[src/hw/rtl/hpsm_pkg.sv]
`timescale 1ns / 1ps

package hpsm_pkg;

    // Default widths of the time base and of the stored speed
    localparam int TIME_WIDTH_DEF  = 32;
    localparam int SPEED_WIDTH_DEF = 16;

    // Field and register widths
    localparam int NOW_W      = 32;
    localparam int SPD_W      = 16;
    localparam int DEB_W      = 10;
    localparam int TMO_W      = 16;
    localparam int NUM_W      = 24;
    localparam int CFG_DATA_W = 24;
    localparam int CFG_IDX_W  = 2;

    // Register indexes on the configuration port
    localparam logic [CFG_IDX_W-1:0] CFG_DEBOUNCE  = 2'd0;
    localparam logic [CFG_IDX_W-1:0] CFG_STOP_TMO  = 2'd1;
    localparam logic [CFG_IDX_W-1:0] CFG_NUMERATOR = 2'd2;

    // Register reset values
    localparam logic [DEB_W-1:0] DEBOUNCE_RST  = 10'd50;
    localparam logic [TMO_W-1:0] STOP_TMO_RST  = 16'd10000;
    localparam logic [NUM_W-1:0] NUMERATOR_RST = 24'd150815;

    // Request kinds
    localparam logic MODE_EDGE = 1'b0;
    localparam logic MODE_POLL = 1'b1;

    typedef struct packed {
        logic             mode;
        logic [NOW_W-1:0] now_ms;
    } hpsm_sample_t;

    typedef struct packed {
        logic [SPD_W-1:0] speed_centi_kmh;
        logic             new_reading;
        logic             edge_rejected;
        logic             stopped;
    } hpsm_result_t;

    typedef struct packed {
        logic [DEB_W-1:0] debounce_ms;
        logic [TMO_W-1:0] stop_timeout_ms;
        logic [NUM_W-1:0] speed_numerator;
    } hpsm_cfg_t;

    // Controller to datapath
    typedef struct packed {
        logic load;
        logic eval;
        logic div_start;
        logic div_step;
        logic commit;
    } hpsm_cmd_t;

    // Datapath to controller
    typedef struct packed {
        logic need_div;
        logic out_free;
    } hpsm_status_t;

endpackage

[src/hw/rtl/hpsm_ctrl.sv]
`timescale 1ns / 1ps

module hpsm_ctrl
    import hpsm_pkg::*;
(
    input  logic         clk,
    input  logic         rst_n,
    input  logic         sample_valid,
    output logic         sample_ready,
    input  hpsm_status_t status,
    output hpsm_cmd_t    cmd
);

    localparam logic [1:0] ST_IDLE  = 2'd0;
    localparam logic [1:0] ST_EVAL  = 2'd1;
    localparam logic [1:0] ST_DIV   = 2'd2;
    localparam logic [1:0] ST_WRITE = 2'd3;

    localparam int CNT_W = $clog2(NUM_W);
    localparam logic [CNT_W-1:0] CNT_LAST = CNT_W'(NUM_W - 1);

    logic [1:0]       state_reg, state_next;
    logic [CNT_W-1:0] cnt_reg, cnt_next;

    assign sample_ready = (state_reg == ST_IDLE);

    // Sequencing: take request, evaluate, divide if needed, write result
    always_comb
    begin
        state_next = state_reg;
        cnt_next   = cnt_reg;
        cmd        = '0;
        case (state_reg)
            ST_IDLE:
            begin
                if (sample_valid)
                begin
                    cmd.load   = 1'b1;
                    state_next = ST_EVAL;
                end
            end
            ST_EVAL:
            begin
                cmd.eval = 1'b1;
                if (status.need_div)
                begin
                    cmd.div_start = 1'b1;
                    cnt_next      = CNT_LAST;
                    state_next    = ST_DIV;
                end
                else
                begin
                    state_next = ST_WRITE;
                end
            end
            ST_DIV:
            begin
                cmd.div_step = 1'b1;
                cnt_next     = cnt_reg - 1'b1;
                if (cnt_reg == '0)
                begin
                    state_next = ST_WRITE;
                end
            end
            ST_WRITE:
            begin
                if (status.out_free)
                begin
                    cmd.commit = 1'b1;
                    state_next = ST_IDLE;
                end
            end
            default:
            begin
                state_next = ST_IDLE;
            end
        endcase
    end

    always_ff @(posedge clk or negedge rst_n)
    begin
        if (!rst_n)
        begin
            state_reg <= ST_IDLE;
            cnt_reg   <= '0;
        end
        else
        begin
            state_reg <= state_next;
            cnt_reg   <= cnt_next;
        end
    end

endmodule

[src/hw/rtl/hpsm_dp.sv]
`timescale 1ns / 1ps

module hpsm_dp
    import hpsm_pkg::*;
#(
    parameter int TIME_WIDTH  = TIME_WIDTH_DEF,
    parameter int SPEED_WIDTH = SPEED_WIDTH_DEF
)
(
    input  logic         clk,
    input  logic         rst_n,
    input  hpsm_sample_t sample,
    input  hpsm_cfg_t    cfg,
    input  hpsm_cmd_t    cmd,
    output hpsm_status_t status,
    output hpsm_result_t result,
    output logic         result_valid,
    input  logic         result_ready
);

    localparam int QX_W = (NUM_W > SPEED_WIDTH) ? NUM_W : SPEED_WIDTH;

    // Latched request
    logic                  mode_reg;
    logic [TIME_WIDTH-1:0] now_reg;

    // Measurement state
    logic                   have_start_reg;
    logic [TIME_WIDTH-1:0]  start_time_reg;
    logic [TIME_WIDTH-1:0]  debounce_until_reg;
    logic [SPEED_WIDTH-1:0] speed_reg;

    // Evaluation results
    logic                  edge_ok_reg;
    logic                  stop_ok_reg;
    logic [TIME_WIDTH-1:0] interval_reg;

    // Divider
    logic [TIME_WIDTH-1:0] rem_reg;
    logic [NUM_W-1:0]      quo_reg;

    // Output register
    hpsm_result_t result_reg;
    logic         result_valid_reg, result_valid_next;

    logic                   edge_ok;
    logic [TIME_WIDTH-1:0]  interval;
    logic [TIME_WIDTH:0]    trial;
    logic [TIME_WIDTH:0]    div_ext;
    logic                   trial_ge;
    logic [QX_W-1:0]        q_ext;
    logic                   q_sat;
    logic [SPEED_WIDTH-1:0] speed_div;
    logic [SPEED_WIDTH-1:0] speed_new;
    logic                   fresh;
    logic                   edge_taken;

    // Debounce and interval checks on the latched request
    assign edge_ok  = (now_reg > debounce_until_reg);
    assign interval = now_reg - start_time_reg;

    assign status.need_div = (mode_reg == MODE_EDGE) && edge_ok && have_start_reg;
    assign status.out_free = !result_valid_reg || result_ready;

    // Restoring divide step, one quotient bit per cycle
    assign trial    = {rem_reg, quo_reg[NUM_W-1]};
    assign div_ext  = {1'b0, interval_reg};
    assign trial_ge = (trial >= div_ext);

    // Saturate the quotient; a zero interval saturates too
    assign q_ext     = QX_W'(quo_reg);
    assign q_sat     = ((q_ext >> SPEED_WIDTH) != '0) || (interval_reg == '0);
    assign speed_div = q_sat ? '1 : SPEED_WIDTH'(q_ext);

    // Result selection at commit
    assign edge_taken = (mode_reg == MODE_EDGE) && edge_ok_reg;
    assign fresh      = edge_taken && have_start_reg;

    always_comb
    begin
        speed_new = speed_reg;
        if (fresh)
        begin
            speed_new = speed_div;
        end
        else if ((mode_reg == MODE_POLL) && stop_ok_reg)
        begin
            speed_new = '0;
        end
    end

    // Request latch, evaluation and divider registers
    always_ff @(posedge clk)
    begin
        if (cmd.load)
        begin
            mode_reg <= sample.mode;
            now_reg  <= TIME_WIDTH'(sample.now_ms);
        end
        if (cmd.eval)
        begin
            edge_ok_reg  <= edge_ok;
            stop_ok_reg  <= (interval >= TIME_WIDTH'(cfg.stop_timeout_ms));
            interval_reg <= interval;
        end
        if (cmd.div_start)
        begin
            rem_reg <= '0;
            quo_reg <= cfg.speed_numerator;
        end
        else if (cmd.div_step)
        begin
            rem_reg <= trial_ge ? TIME_WIDTH'(trial - div_ext) : TIME_WIDTH'(trial);
            quo_reg <= {quo_reg[NUM_W-2:0], trial_ge};
        end
        if (cmd.commit)
        begin
            result_reg.speed_centi_kmh <= SPD_W'(speed_new);
            result_reg.new_reading     <= fresh;
            result_reg.edge_rejected   <= (mode_reg == MODE_EDGE) && !edge_ok_reg;
            result_reg.stopped         <= (mode_reg == MODE_POLL) && stop_ok_reg;
        end
    end

    // Measurement state updates at commit
    always_ff @(posedge clk or negedge rst_n)
    begin
        if (!rst_n)
        begin
            have_start_reg     <= 1'b0;
            start_time_reg     <= '0;
            debounce_until_reg <= '0;
            speed_reg          <= '0;
        end
        else if (cmd.commit)
        begin
            speed_reg <= speed_new;
            if (edge_taken)
            begin
                have_start_reg     <= 1'b1;
                start_time_reg     <= now_reg;
                debounce_until_reg <= now_reg + TIME_WIDTH'(cfg.debounce_ms);
            end
        end
    end

    // Output valid
    always_comb
    begin
        result_valid_next = result_valid_reg;
        if (cmd.commit)
        begin
            result_valid_next = 1'b1;
        end
        else if (result_ready)
        begin
            result_valid_next = 1'b0;
        end
    end

    always_ff @(posedge clk or negedge rst_n)
    begin
        if (!rst_n)
        begin
            result_valid_reg <= 1'b0;
        end
        else
        begin
            result_valid_reg <= result_valid_next;
        end
    end

    assign result       = result_reg;
    assign result_valid = result_valid_reg;

endmodule

[src/hw/rtl/hall_pulse_speed_meter_top.sv]
`timescale 1ns / 1ps
// Channel   Handshake                    Payload
// sample    sample_valid / sample_ready  hpsm_sample_t: mode, now_ms
// result    result_valid / result_ready  hpsm_result_t: speed, new_reading,
//                                        edge_rejected, stopped
// config    cfg_we                       cfg_index, cfg_data
//
// An edge that yields a reading passes from accept through the evaluate state,
// 24 restoring divide steps (one per numerator bit) and the write state back
// to idle; other requests go through evaluate and write only. Reset clears the
// measurement state and output valid and sets the config registers to defaults.
// A finished result waits in the output register; a new request is taken
// meanwhile, and its result waits in the write step until that slot frees.

module hall_pulse_speed_meter_top
    import hpsm_pkg::*;
#(
    parameter int TIME_WIDTH  = TIME_WIDTH_DEF,
    parameter int SPEED_WIDTH = SPEED_WIDTH_DEF
)
(
    input  logic                  clk,
    input  logic                  rst_n,
    input  logic                  sample_valid,
    output logic                  sample_ready,
    input  hpsm_sample_t          sample,
    output logic                  result_valid,
    input  logic                  result_ready,
    output hpsm_result_t          result,
    input  logic                  cfg_we,
    input  logic [CFG_IDX_W-1:0]  cfg_index,
    input  logic [CFG_DATA_W-1:0] cfg_data
);

    hpsm_cfg_t    cfg_reg;
    hpsm_cmd_t    cmd;
    hpsm_status_t status;

    // Configuration registers
    always_ff @(posedge clk or negedge rst_n)
    begin
        if (!rst_n)
        begin
            cfg_reg.debounce_ms     <= DEBOUNCE_RST;
            cfg_reg.stop_timeout_ms <= STOP_TMO_RST;
            cfg_reg.speed_numerator <= NUMERATOR_RST;
        end
        else if (cfg_we)
        begin
            case (cfg_index)
                CFG_DEBOUNCE:  cfg_reg.debounce_ms     <= cfg_data[DEB_W-1:0];
                CFG_STOP_TMO:  cfg_reg.stop_timeout_ms <= cfg_data[TMO_W-1:0];
                CFG_NUMERATOR: cfg_reg.speed_numerator <= cfg_data[NUM_W-1:0];
                default:
                begin
                end
            endcase
        end
    end

    hpsm_ctrl u_ctrl (
        .clk          (clk),
        .rst_n        (rst_n),
        .sample_valid (sample_valid),
        .sample_ready (sample_ready),
        .status       (status),
        .cmd          (cmd)
    );

    hpsm_dp #(
        .TIME_WIDTH  (TIME_WIDTH),
        .SPEED_WIDTH (SPEED_WIDTH)
    ) u_dp (
        .clk          (clk),
        .rst_n        (rst_n),
        .sample       (sample),
        .cfg          (cfg_reg),
        .cmd          (cmd),
        .status       (status),
        .result       (result),
        .result_valid (result_valid),
        .result_ready (result_ready)
    );

    // One request in flight at a time
    assert property (@(posedge clk) disable iff (!rst_n)
        sample_valid && sample_ready |=> !sample_ready)
        else $error("request taken while another is in flight");

    // At most one status flag per result
    assert property (@(posedge clk) disable iff (!rst_n)
        result_valid |->
            $countones({result.new_reading, result.edge_rejected, result.stopped}) <= 1)
        else $error("more than one result flag set");

    // A stop poll always reports zero speed
    assert property (@(posedge clk) disable iff (!rst_n)
        result_valid && result.stopped |-> result.speed_centi_kmh == '0)
        else $error("stopped result with nonzero speed");

    // The controller never commits over a result that is still waiting
    assert property (@(posedge clk) disable iff (!rst_n)
        cmd.commit |-> !result_valid || result_ready)
        else $error("result overwritten before it was taken");

endmodule
[config.mk]
export PLATFORM = sky130hd
export DESIGN_NAME = hall_pulse_speed_meter_top
export DESIGN_NICKNAME = d
export VERILOG_FILES = /design/src/hw/rtl/hpsm_pkg.sv /design/src/hw/rtl/hpsm_ctrl.sv /design/src/hw/rtl/hpsm_dp.sv /design/src/hw/rtl/hall_pulse_speed_meter_top.sv
export SDC_FILE = /design/constraint.sdc
export NUM_CORES = 1
export LEC_CHECK = 0
export ABC_AREA = 1
export ABC_CLOCK_PERIOD_IN_PS = 5700
export BUFFER_PORTS_ARGS = -buffer_cell sky130_fd_sc_hd__clkbuf_2
export CAP_MARGIN = 20
export CORE_ASPECT_RATIO = 0.5
export CORE_MARGIN = 1.5
export CORE_UTILIZATION = 30
export CTS_CLUSTER_SIZE = 16
export DETAILED_ROUTE_END_ITERATION = 7
export GPL_TIMING_DRIVEN = 0
export HOLD_SLACK_MARGIN = 0.05
export SYNTH_ARGS = -nofsm -noshare
export SYNTH_HDL_FRONTEND = slang
export SYNTH_SLANG_ARGS = --single-unit
[constraint.sdc]
create_clock -name clk -period 5.7 [get_ports clk]
set_input_delay 0 -clock clk [delete_from_list [all_inputs] [get_ports clk]]
set_output_delay 0 -clock clk [all_outputs]
set_load 0.05 [all_outputs]
[Word-level counts from Yosys, hierarchy flattened]
Index checks and enable logic that the tools add are counted.
Cells by class
  equal/unequal tests: 9
  bitwise operators: 1
  add/subtract/negate cells: 4
  muxes and demuxes: 22
  order comparisons: 3
  reduce and logical (&&, ||, !) cells: 24
Operators with widths (count)
  $sub 32x32->32: 2
  $mux 16: 3
  $mux 24: 2
  $ge 33x32->1: 1
  $add 32x10->32: 1
  $ge 32x16->1: 1
  $gt 32x32->1: 1
  $logic_not 32->1: 1
  $mux 32: 1
  $reduce_bool 24->1: 1
  $pmux 5 s2: 1
  $reduce_and 2->1: 5
  $mux 1: 9
  $mux 2: 4
  $pmux 2 s4: 1
  $eq 2x2->1 const B: 3
  $logic_and 1x1->1: 6
  $ne 2x2->1 const B: 3
  $reduce_bool 2->1: 3
  $logic_not 5->1: 1
  $mux 5: 1
  $sub 5x1->5 const B: 1
  $eq 2x1->1 const B: 2
  $logic_not 2->1: 2
  5 further kinds: 7
Word-level totals
  output and inout bits: 21
  register bits: 281
  word-level logic and storage cells: 84
  input bits: 64

[Longest topological paths before layout]
Gate-level depths: netlist (run 1).
  depth after elaboration: 6
  mapped depth: 21
  gate-level depth less buffers: 21

[Cells and area by module]
From an unflattened synthesis (run 1), not the netlist that was laid out.
Unflattened totals
  cells, all modules: 2290
  area total of the unflattened synthesis: 17833.4 um^2
By module, submodules not included
  hpsm_dp: times used 1, cells an instance 1997, area each 15137.0 um^2, seq. area each 5995.8 um^2
  hall_pulse_speed_meter_top: times used 1, cells an instance 224, area each 2205.9 um^2, seq. area each 1273.7 um^2
  hpsm_ctrl: times used 1, cells an instance 69, area each 490.5 um^2, seq. area each 175.2 um^2

[Least setup slack after synthesis (run 1)]
OpenSTA, ideal clock, no wires.
  kind: reg-to-reg
  from: register u_ctrl.state_reg[1]
  to: register u_dp.quo_reg[0], in the netlist u_dp.q_ext[0] (enable)
  buffers on the path: 2
  stages on the path, launching flop included: 7
  required time: 5.319 ns
  path slack: 2.647 ns
  setup time: 0.381 ns
  arrival time: 2.672 ns
  clock period less this slack: 3.053 ns
  cell sequence: dfrtp_1 > inv_1 > ha_1 > nand4_2 > buf_4 > buf_6 > nand2_1
On the way
  longest elaborated chain between the ends: 3
  elaborated cells on any way between the ends: 5
  classes of those cells: 2 x eq/ne; 2 x mux; 1 x reduce/logical
Ends and longest elaborated chain
  start, declared: RTL line hpsm_ctrl.sv:22  | logic [1:0] state_reg, state_next;
  start signal, assigned: RTL line hpsm_ctrl.sv:89  | state_reg <= state_next;
  $eq 2x2->1 / $eq 2x1->1 (equally long branches): RTL line hpsm_ctrl.sv:33  | case (state_reg)
  $mux 1 / $mux 2 (equally long branches): RTL line hpsm_ctrl.sv:33
  $reduce_bool 2->1 (no line) (*)
  end signal, assigned: RTL line hpsm_dp.sv:109  | quo_reg <= cfg.speed_numerator;
  end signal, assigned: RTL line hpsm_dp.sv:114  | quo_reg <= {quo_reg[NUM_W-2:0], trial_ge};
  end, declared: RTL line hpsm_dp.sv:40  | logic [NUM_W-1:0] quo_reg;
Every way passes the cells marked *; elsewhere a longest branch is shown, timed or not.
A chain may end at the register's enable or synchronous reset.

[Worst setup path after layout (run 1)]
  from: register u_dp.now_reg[27]
  to: register u_dp.quo_reg[10], in the netlist u_dp.q_ext[10] (enable)
On the way
  longest elaborated chain between the ends: 6
Ends and longest elaborated chain
  start, declared: RTL line hpsm_dp.sv:25  | logic [TIME_WIDTH-1:0] now_reg;
  start signal, assigned: RTL line hpsm_dp.sv:98  | now_reg <= TIME_WIDTH'(sample.now_ms);
  $gt 32x32->1: RTL line hpsm_dp.sv:59  | assign edge_ok = (now_reg > debounce_until_reg);
  $logic_and 1x1->1 (2 in series): RTL line hpsm_dp.sv:62  | assign status.need_div = (mode_reg == MODE_EDGE) && edge_ok && have_start_reg;
  $mux 1: RTL line hpsm_ctrl.sv:45  | if (status.need_div)
  $mux 2: RTL line hpsm_ctrl.sv:33
  $reduce_bool 2->1 (no line)
No other way between the ends.

==> results by group, run 1 <==
Run status
  – Status: complete, no violations

Logic synthesis
  – Post-synth cell types: 57
  – Ys Warns: 0
  – Mapped cell area: 17200 µm²
  – Avg Synthesized Cell Area: 7.82 µm²
  – EDFF count, synth: 110
  – Sequential element share of the synthesized area: 43.3%
  – Synth Instances: 2198
  – Synth area leader: edfxtp_1
  – Top FF cell, synth: dfrtp_1
  – Syn_nets: 2392
  – Ys async rst share: 49.5%
  – Area share of the largest cell type after synthesis: 19.2%
  – Yosys reg bits: 281
  – Synth top area cells: edfxtp_1, dfrtp_1, nand2_1, ha_1, inv_1

Setup path
  – Critical path's most frequent cell: nand2_1
  – Req. time, crit path: 6.00 ns
  – R2R Path Start: u_dp.now_reg[27]
  – Worst path bufs/invs: 3
  – Flop-to-flop setup slack: 1.76 ns
  – Crit path kind: reg2reg
  – Slowest cell delay on critical path: 0.66 ns
  – Delay-heaviest family, CP: simple AND/OR/NAND/NOR gates
  – Startpoint Class: register
  – CP Cell Sequence: ha_1 > nand2_1 > nor2_1 > nand2_1 > nor4_1 > nand2_1 > nand2_1 > nand4_2 > buf_4 > buf_6 > nand2_1 > buf_16
  – Reg-to-reg endpoint: u_dp.q_ext[10]
  – CP max stage cell: nor4_1
  – Critical Path AT: 4.23 ns
  – Crit-path max FO: 16
  – CP Capture Type: register
  – Path depth of the worst reg2reg path: 12

Cells and area
  – Sequential Area: 7440 µm²
  – Commonest non-fill, non-tap cells in the layout: nand2_1, inv_1, o21ai_0, nor2_1, nand3_1
  – Fin nets: 2580
  – Area of the multi-input gates: 8220 µm²
  – Layout cell share with drive strength beyond 1: 8.34%
  – Largest register FFs: 50
  – Commonest non-fill, non-tap cell in the layout: nand2_1
  – Antenna Cells: 0
  – FILL cells: 5812
  – Area Overhead vs Synth: 18.7%

CTS
  – Post-CTS Setup Inserts: 0
  – CTS sink count: 281
  – Clk_lat worst skew: 0.59 ns
  – TritonCTS clock tree: built
  – Root buf cell: clkbuf_16
  – H-tree levels: 1
  – Clk buf depth: 3
  – # resized after CTS: 0
  – CTS Buf Count: 30
  – Worst-path clk slew: 0.06 ns
  – Cts hold-fix bufs: 69

Route
  – Total number of vias: 15049
  – Initial DRC count: 943
  – Final wirelength: 47.7 mm
  – 1st-pass router iterations: 7
  – DRC violations left: 0
  – Post-DR wirelength/cell: 15.1 µm
  – ANT nets after route: 0
  – Via/cell ratio: 4.75

Floorplanning
  – I/O Pins: 85
  – Initial Util: 30.6%
  – Die Span Y: 172 µm
  – Row count: 61
  – Die ar.: 58800 µm²
  – Core area: 56100 µm²
  – Die Wd: 341 µm

Timing
  – Least-Margin Pin Slew: 0.886 ns
  – Max Clk Rate: 0.254 GHz
  – Final hold vios: 0
  – Slew Viols, Final: 0
  – RSZ-0062 raised after global routing: no
  – Period utilization: 69.1%
  – Final Setup Violations: 0
  – Min Tclk post-route: 3.94 ns
  – Worst Setup Slack, final: 1.76 ns
  – Fin Setup TNS: 0 ns
  – Setup Skew: 0.0284 ns
  – Slew HR: 40.9%

Pwr
  – LEAKAGE: 9.71 nW
  – Power Density: 515 nW/µm²
  – Max VDD drop: 0.000257 V

Global routing
  – Gr usage total: 16.4%
  – First-pass GRT wire length: 77.5 mm
  – Total gr overflow: 0
  – Largest net degree at the start of global routing: 86
  – Number of global-route vias before repair: 14748
  – Initial antenna violation count: 0

Worst hold path
  – Worst Hold Endpoint: cfg_reg[41]
  – Worst hold path class: in2reg
  – Worst hold path depth: 5
  – Min-Delay Startpoint: cfg_index[0]

Placement
  – DP HPWL: 37.0 mm
  – Post-Place Setup Slack: 1.54 ns
  – Port bufs: 84
  – Gpl congestion: 0.912

Flow run
  – Max-Cap Viols: 0
cell type report:
| cell class | count | share of cell area [%] |
|---|---|---|
| Timing Repair Buffer | 156 | 5.92 |
| Clock inverter | 17 | 1.06 |
| Inverter | 334 | 6.16 |
| Tap cell | 756 | 4.64 |
| Clock buffer | 39 | 4.10 |
| Buffer | 56 | 1.29 |
| Sequential cell | 281 | 36.5 |
| Multi-Input combinational cell | 1527 | 40.3 |
cells in the mapped netlist, types with 2 or more instances:
| library cell | instances |
|---|---|
| o211ai_1 | 6 |
| a21o_1 | 7 |
| buf_4 | 4 |
| xor2_1 | 41 |
| a21boi_0 | 2 |
| fa_1 | 3 |
| a211oi_1 | 3 |
| dfxtp_1 | 32 |
| o21ai_0 | 180 |
| nor3_1 | 22 |
| a31oi_1 | 20 |
| o221ai_1 | 2 |
| xnor2_1 | 13 |
| a21oi_2 | 2 |
| nand3_1 | 137 |
| clkbuf_1 | 37 |
| o22ai_1 | 3 |
| edfxtp_1 | 110 |
| o21ai_2 | 2 |
| inv_1 | 326 |
| or2_2 | 2 |
| buf_1 | 5 |
| nor2_1 | 164 |
| dfstp_2 | 18 |
| nand2_2 | 3 |
| o21a_1 | 4 |
| nor4_1 | 13 |
| or2_1 | 2 |
| dfrtp_1 | 121 |
| nand2_1 | 571 |
| a21oi_1 | 135 |
| o21ai_1 | 5 |
| buf_2 | 6 |
| nand3b_1 | 7 |
| a22oi_1 | 4 |
| nor3_2 | 2 |
| o21bai_1 | 6 |
| inv_2 | 6 |
| nor2_2 | 3 |
| ha_1 | 127 |
| buf_6 | 4 |
| nand4_1 | 23 |
report_power, final:
group / internal, mW / total [mW] / switching, mW / leakage, nW
registers: 3.03 / 3.37 / 0.338 / 2.95
clock network: 1.22 / 2.08 / 0.855 / 0.511
logic: 1.67 / 5.06 / 3.39 / 6.24
total: 5.92 / 10.5 / 4.58 / 9.71
worst max-delay path by stage:
stage / startpoint / end / slack [ns] / depth (start not counted)
floorplan: u_ctrl.state_reg[1] / u_dp.q_ext[0] / 2.65 / 6
global placement: u_dp.now_reg[27] / u_dp.q_ext[12] / 1.53 / 11
detailed placement: u_dp.now_reg[27] / u_dp.q_ext[10] / 1.54 / 11
CTS: u_dp.now_reg[27] / u_dp.q_ext[10] / 1.50 / 11
global route: u_dp.now_reg[27] / u_dp.q_ext[10] / 1.62 / 12
finish: u_dp.now_reg[27] / u_dp.q_ext[10] / 1.76 / 12
per-stage QoR:
stage / hold WS [ns] / util (%) / cells / total power, mW / area [µm²]
4_1_cts: 0.0571 / 36.3 / 3165 / 10.5 / 20400
2_1_floorplan: -0.296 / - / 2198 / 7.00 / 17200
6_report: 0.0654 / 36.3 / 3166 / 10.5 / 20400
3_3_place_gp: 0.178 / 33.1 / 3038 / 8.27 / 18500
3_5_place_dp: 0.00608 / 33.2 / 3040 / 8.38 / 18600
5_1_grt: 0.125 / 36.3 / 3166 / 11.4 / 20400
logic make-up (layout without fill, tap and decap cells):
| kind of cell | Yosys count | count (layout) | share of synthesized area (%) |
|---|---|---|---|
| muxes | 1 | 1 | 0.0655 |
| and+or+nand+nor | 952 | 952 | 23.0 |
| xor gates and xnor gates | 54 | 54 | 2.75 |
| AOI/OAI and AO/OA | 390 | 390 | 12.4 |
| DFF | 281 | 281 | 43.3 |
| buffers and inverters | 390 | 602 | 8.84 |
| adders and majority gates | 130 | 130 | 9.60 |
layer usage:
layer	track usage (%)	part of all wire [%]	vias to the layer above
met5	0	0	-
met1	22.4	48	7103
met4	3.79	2.0	0
li1	-	-	7600
met3	1.82	4.0	61
met2	27.9	46	285
tightest hold or removal path, cell delays in order:
cell	delay [ns]
clkbuf_2	0.09
nor2_1	0.04
nand2_1	0.09
clkbuf_1	0.29
o21ai_0	0.13
(Power assumes the default switching activity.)
==> inputs of run 2 (changes only) <==
ABC_CLOCK_PERIOD_IN_PS = 3500   (was 5700)
clock period = 3.5 ns   (was 5.7 ns; I/O delays follow)
==> results by group, run 2 (synthesis results as in run 1) <==
Timing
  – Hold WS: 0.0685 ns (was 0.0654 ns)
  – Fin Setup TNS: 0 ns (unchanged)
  – Final Setup Violations: 0 (unchanged)
  – Setup Skew: 0.0297 ns (was 0.0284 ns)
  – Worst Setup Slack, final: 0.229 ns (was 1.76 ns)
  – Slew HR: 39.7% (was 40.9%)
  – Slew Viols, Final: 0 (unchanged)
  – RSZ-0062 raised after global routing: no (unchanged)
  – Period utilization: 93.5% (was 69.1%)
  – Least-Margin Pin Slew: 0.904 ns (was 0.886 ns)
  – Final hold vios: 0 (unchanged)
  – Max Clk Rate: 0.306 GHz (was 0.254 GHz)
  – Min Tclk post-route: 3.27 ns (was 3.94 ns)

Floorplanning
  – I/O Pins: 85 (unchanged)
  – Row count: 61 (unchanged)
  – Die ar.: 58800 µm² (unchanged)
  – Die Wd: 341 µm (unchanged)
  – Core area: 56100 µm² (unchanged)
  – Die Span Y: 172 µm (unchanged)
  – Initial Util: 30.6% (unchanged)

Placement
  – Gpl congestion: 0.912 (unchanged)
  – Post-Place Setup Slack: -0.659 ns (was 1.54 ns)
  – DP HPWL: 37.0 mm (unchanged)
  – Placed inst area: 18600 µm² (unchanged)
  – Placed Cells: 3040 (unchanged)
  – Port bufs: 84 (unchanged)

CTS
  – Root buf cell: clkbuf_16 (unchanged)
  – CTS sink count: 281 (unchanged)
  – Clk_lat worst skew: 0.59 ns (about the same)
  – Worst-path clk slew: 0.07 ns (was 0.06 ns)
  – Clk buf depth: 3 (unchanged)
  – TritonCTS clock tree: built (unchanged)
  – H-tree levels: 1 (unchanged)
  – CTS Buf Count: 30 (unchanged)

Route
  – Post-DR wirelength/cell: 15.1 µm (about the same)
  – Final wirelength: 47.9 mm (was 47.7 mm)
  – Initial DRC count: 954 (was 943)
  – Via/cell ratio: 4.77 (was 4.75)
  – ANT nets after route: 0 (unchanged)
  – DRC violations left: 0 (unchanged)
  – 1st-pass router iterations: 5 (was 7)
  – Total number of vias: 15134 (was 15049)

Cells and area
  – Commonest non-fill, non-tap cell in the layout: nand2_1 (unchanged)
  – Antenna Cells: 0 (unchanged)
  – Area Overhead vs Synth: 19.5% (was 18.7%)
  – Post-route cell area: 20500 µm² (was 20400 µm²)
  – Layout cell share with drive strength beyond 1: 9.19% (was 8.34%)
  – Commonest non-fill, non-tap cells in the layout: nand2_1, inv_1, o21ai_0, nor2_1, a21oi_1 (was nand2_1, inv_1, o21ai_0, nor2_1, nand3_1)
  – Fin util: 36.6% (was 36.3%)
  – Fin nets: 2585 (was 2580)
  – Non-Filler Instances: 3171 (was 3166)
  – Largest register FFs: 50 (unchanged)

Global routing
  – Met3 Use GR: 1.82% (unchanged)
  – Gr usage total: 16.4% (about the same)
  – Total gr overflow: 0 (unchanged)
  – Top Usage Layer GRT: met2 (unchanged)
  – First-pass GRT wire length: 77.7 mm (was 77.5 mm)
  – Number of global-route vias before repair: 14760 (was 14748)
  – Largest net degree at the start of global routing: 86 (unchanged)
  – Initial antenna violation count: 0 (unchanged)
  – GR Util met2: 28.0% (was 27.9%)
  – Met1 Use GR: 22.5% (was 22.4%)

Run status
  – Status: complete, no violations (unchanged)

Flow run
  – Max-Cap Viols: 0 (unchanged)

Setup path
  – Delay-heaviest family, CP: simple AND/OR/NAND/NOR gates (unchanged)
  – Startpoint Class: register (unchanged)
  – Slowest cell delay on critical path: 0.51 ns (was 0.66 ns)
  – Crit path kind: reg2reg (unchanged)
  – CP max stage cell: edfxtp_1 (was nor4_1)
  – Critical path's most frequent cell: nand2_1 (unchanged)
  – Crit-path max FO: 4 (was 16)
  – Path depth of the worst reg2reg path: 16 (was 12)
  – CP Cell Sequence: ha_4 > nand2_1 > o21ai_0 > a21o_1 > nand2_1 > nand2_1 > xor2_1 > ha_1 > nand2_1 > nor2_1 > a211oi_2 > nand3_1 > nor2_1 > nand3_1 > nor2_1 > nand3_2 (was ha_1 > nand2_1 > nor2_1 > nand2_1 > nor4_1 > nand2_1 > nand2_1 > nand4_2 > buf_4 > buf_6 > nand2_1 > buf_16)
  – Critical Path AT: 3.60 ns (was 4.23 ns)
  – CP Launch Point: u_dp.now_reg[6] (was u_dp.now_reg[27])
  – Worst setup path end: u_dp.stop_ok_reg (was u_dp.q_ext[10])
  – Reg-to-reg endpoint: u_dp.stop_ok_reg (was u_dp.q_ext[10])
  – CP Capture Type: register (unchanged)
  – Flop-to-flop setup slack: 0.23 ns (was 1.76 ns)
  – R2R Path Start: u_dp.now_reg[6] (was u_dp.now_reg[27])
  – Worst path bufs/invs: 0 (was 3)
  – Req. time, crit path: 3.82 ns (was 6.00 ns)
  – CP Depth: 16 (was 12)

Pwr
  – Power Density: 841 nW/µm² (was 515 nW/µm²)
  – Max VDD drop: 0.000429 V (was 0.000257 V)
  – LEAKAGE: 9.75 nW (was 9.71 nW)
  – Total Power: 17.3 mW (was 10.5 mW)

Worst hold path
  – Worst hold path class: in2reg (unchanged)
[run 2: what timing repair did]
action | CTS | global route
endpoints found under the hold margin | 210 | 0
cloned | 0 | 0
setup endpoints to repair | 25 | 25
hold buffers | 69 | 0
resized for setup | 10 | 9
pin swaps | 0 | 1
buffers inserted | 2 | 4
[run 2: how the worst min path moves through the flow]
| stage | startpoint | to | slack [ns] | cells past startpoint |
|---|---|---|---|---|
| floorplan | rst_n | cfg_reg[12] | -0.30 | 0 |
| global placement | sample[31] | u_dp.now_reg[31] | 0.18 | 1 |
| detailed placement | rst_n | u_dp.debounce_until_reg[4] | 0.006 | 1 |
| CTS | cfg_index[0] | cfg_reg[41] | 0.06 | 5 |
| global route | sample[28] | u_dp.now_reg[28] | 0.12 | 2 |
| finish | cfg_index[0] | cfg_reg[41] | 0.07 | 5 |
[run 2: final cells by class]
| class | count | area [µm²] |
|---|---|---|
| Clock inverter | 17 | 215 |
| Inverter | 334 | 1260 |
| Multi-Input combinational cell | 1527 | 8350 |
| Clock buffer | 39 | 836 |
| Buffer | 56 | 263 |
| Sequential cell | 281 | 7440 |
| Fill cell | 5808 | 35600 |
| Timing Repair Buffer | 161 | 1220 |
| Tap cell | 756 | 946 |
[run 2: tightest hold or removal path, stage by stage]
cell	delay, ns
clkbuf_2	0.09
nor2_1	0.04
nand2_1	0.09
clkbuf_1	0.29
o21ai_0	0.13
[run 2: metal layers]
layer / share of wire (%) / routed length [µm]
met3: 4.2 / 2040
met1: 47 / 22700
met4: 2.1 / 992
met2: 46 / 22200
met5: 0 / 0
[run 2: report_power, final]
group	internal [mW]	switching [mW]	total (mW)
Combinational	2.82	5.59	8.41
Sequential	4.93	0.553	5.49
Clock	1.99	1.39	3.38
Total	9.74	7.54	17.3
==> inputs of run 3 (changes only) <==
CORE_ASPECT_RATIO = 0.6   (was 0.5)
HOLD_SLACK_MARGIN = 0.12   (was 0.05)
==> results by group, run 3 (synthesis results as in run 1) <==
Run status
  – Status: complete, no violations (unchanged)

Route
  – Via/cell ratio: 4.97 (was 4.77)
  – Initial DRC count: 1863 (was 954)
  – Final wirelength: 57.5 mm (was 47.9 mm)
  – Total number of vias: 15915 (was 15134)
  – ANT nets after route: 0 (unchanged)
  – DRC violations left: 0 (unchanged)
  – 1st-pass router iterations: 5 (unchanged)
  – Post-DR wirelength/cell: 18.0 µm (was 15.1 µm)

Pwr
  – Total Power: 18.1 mW (was 17.3 mW)
  – NetSw: 8.37 mW (was 7.54 mW)
  – Max VDD drop: 0.000536 V (was 0.000429 V)
  – Net Sw Frac: 46.2% (was 43.6%)
  – Power Density: 869 nW/µm² (was 841 nW/µm²)
  – LEAKAGE: 9.84 nW (was 9.75 nW)
  – Sequential power share: 30.4% (was 31.7%)
  – Internal power: 9.75 mW (was 9.74 mW)
  – Clock network fraction of total power: 18.5% (was 19.6%)
  – Part of the power in combinational logic: 51.1% (was 48.7%)

Placement
  – Post-Place Setup Slack: -1.02 ns (was -0.659 ns)
  – DP HPWL: 45.2 mm (was 37.0 mm)
  – Gpl congestion: 0.963 (was 0.912)
  – Placed inst area: 18600 µm² (about the same)
  – Port bufs: 84 (unchanged)
  – Placed Cells: 3044 (was 3040)

Cells and area
  – Non-Filler Instances: 3202 (was 3171)
  – Fin nets: 2611 (was 2585)
  – Post-route cell area: 20800 µm² (was 20500 µm²)
  – Commonest non-fill, non-tap cell in the layout: nand2_1 (unchanged)
  – Largest register FFs: 50 (unchanged)
  – Commonest non-fill, non-tap cells in the layout: nand2_1, inv_1, o21ai_0, nor2_1, nand3_1 (was nand2_1, inv_1, o21ai_0, nor2_1, a21oi_1)
  – Area Overhead vs Synth: 21.3% (was 19.5%)
  – Layout cell share with drive strength beyond 1: 9.92% (was 9.19%)

Floorplanning
  – Row count: 67 (was 61)
  – Initial Util: 30.6% (about the same)
  – Core area: 56200 µm² (was 56100 µm²)
  – Die ar.: 58800 µm² (about the same)
  – Die Wd: 312 µm (was 341 µm)
  – Die Span Y: 188 µm (was 172 µm)
  – I/O Pins: 85 (unchanged)

CTS
  – Root buf cell: clkbuf_16 (unchanged)
  – Clk buf depth: 3 (unchanged)
  – Clk_lat worst skew: 0.60 ns (was 0.59 ns)
  – CTS sink count: 281 (unchanged)
  – H-tree levels: 1 (unchanged)
  – TritonCTS clock tree: built (unchanged)
  – CTS Buf Count: 29 (was 30)
  – Worst-path clk slew: 0.06 ns (was 0.07 ns)

Setup path
  – Critical Path AT: 3.69 ns (was 3.60 ns)
  – Path depth of the worst reg2reg path: 18 (was 16)
  – Crit-path max FO: 4 (unchanged)
  – CP Capture Type: register (unchanged)
  – R2R Path Start: u_dp.now_reg[1] (was u_dp.now_reg[6])
  – Reg-to-reg endpoint: u_dp.stop_ok_reg (unchanged)
  – CP Launch Point: u_dp.now_reg[1] (was u_dp.now_reg[6])
  – Flop-to-flop setup slack: 0.14 ns (was 0.23 ns)
  – Crit path kind: reg2reg (unchanged)
  – Startpoint Class: register (unchanged)
  – Req. time, crit path: 3.83 ns (was 3.82 ns)

Flow run
  – Max-Cap Viols: 0 (unchanged)

Global routing
  – Initial antenna violation count: 4 (was 0)
  – Number of global-route vias before repair: 14712 (was 14760)
  – Gr usage total: 19.3% (was 16.4%)
  – First-pass GRT wire length: 88.3 mm (was 77.7 mm)
  – Largest net degree at the start of global routing: 86 (unchanged)
  – Total gr overflow: 0 (unchanged)

Timing
  – Final hold vios: 0 (unchanged)
  – Setup Skew: 0.0324 ns (was 0.0297 ns)
  – Final Setup Violations: 0 (unchanged)
  – Slew HR: 28.4% (was 39.7%)
  – Period utilization: 95.9% (was 93.5%)
  – Max Clk Rate: 0.298 GHz (was 0.306 GHz)
  – Worst Setup Slack, final: 0.145 ns (was 0.229 ns)
  – Slew Viols, Final: 0 (unchanged)
  – RSZ-0062 raised after global routing: yes (was no)
  – Least-Margin Pin Slew: 1.06 ns (was 0.904 ns)
  – Fin Setup TNS: 0 ns (unchanged)
  – Min Tclk post-route: 3.36 ns (was 3.27 ns)

Worst hold path
  – Min-Delay Startpoint: cfg_index[1] (was cfg_index[0])
  – Worst Hold Endpoint: cfg_reg[44] (was cfg_reg[41])
  – Worst hold path class: in2reg (unchanged)
  – Worst hold path depth: 5 (unchanged)
## run 3: changes by cell type in the layout (fill, tap and decap cells not counted), sizes merged
cell | before | now
inv | 336 | 335
bufinv | 4 | 5
clkbuf | 160 | 152
clkinv | 8 | 10
buf | 28 | 37
diode | 0 | 3
dlygate4sd3 | 68 | 86
clkinvlp | 3 | 7
## run 3: cell type report
cell class | instances | area (µm²)
Inverter | 334 | 1260
Timing Repair Buffer | 188 | 1490
Antenna cell | 3 | 7.51
Tap cell | 759 | 950
Multi-Input combinational cell | 1527 | 8420
Sequential cell | 281 | 7440
Fill cell | 5832 | 35300
Clock inverter | 23 | 285
Clock buffer | 31 | 733
Buffer | 56 | 263
## run 3: critical path: stages, from the launching register on
cell,delay (ns)
edfxtp_1,0.51
buf_4,0.19
ha_1,0.27
nand2_1,0.07
nor2_1,0.15
nand3_1,0.11
nand3_2,0.14
nand2_1,0.09
nand2_2,0.12
xor2_2,0.22
ha_1,0.28
a21oi_1,0.16
nor2_1,0.07
a211oi_2,0.17
nand3_1,0.11
nor2_1,0.11
nand3_1,0.09
nor2_2,0.15
nand3_1,0.10
## run 3: power groups by stage
stage                     logic, mW  registers (mW)  clock network (mW)
final                          9.26            5.50                3.36
after global routing           10.3            5.60                3.57
after CTS                      8.88            5.50                3.45
after detailed placement       8.63            5.55                   0
after global placement         8.47            5.54                   0
after floorplan                5.77            5.63                   0
## run 3: metrics by stage
step / hold WS (ns) / utilization (%)
2_1_floorplan: -0.296 / -
3_3_place_gp: 0.179 / 33.0
3_5_place_dp: 0.0105 / 33.2
4_1_cts: 0.122 / 36.7
5_1_grt: 0.128 / 37.1
6_report: 0.139 / 37.1
## run 3: layer usage
metal / track usage (%) / part of all wire [%] / wire [µm] / up-vias
met5: 0 / 0 / 0 / -
met4: 2.54 / 1.1 / 631 / 0
met3: 4.68 / 11 / 6110 / 41
met2: 24.1 / 36 / 20500 / 650
met1: 32.5 / 53 / 30200 / 7568
li1: - / - / - / 7656
## run 3: repair_timing
item | 4_1_cts | 5_1_grt
setup endpoints to repair | 86 | 26
hold buffers | 87 | 0
setup buffers | 1 | 13
endpoints found under the hold margin | 210 | 0
resized for setup | 13 | 21
pin swaps | 1 | 4
## run 3: worst max path at each step
stage / to
after floorplan: u_dp.q_ext[0]
after global placement: u_dp.q_ext[3]
after detailed placement: u_dp.q_ext[3]
after CTS: u_dp.q_ext[3]
after global routing: u_dp.stop_ok_reg
final: u_dp.stop_ok_reg
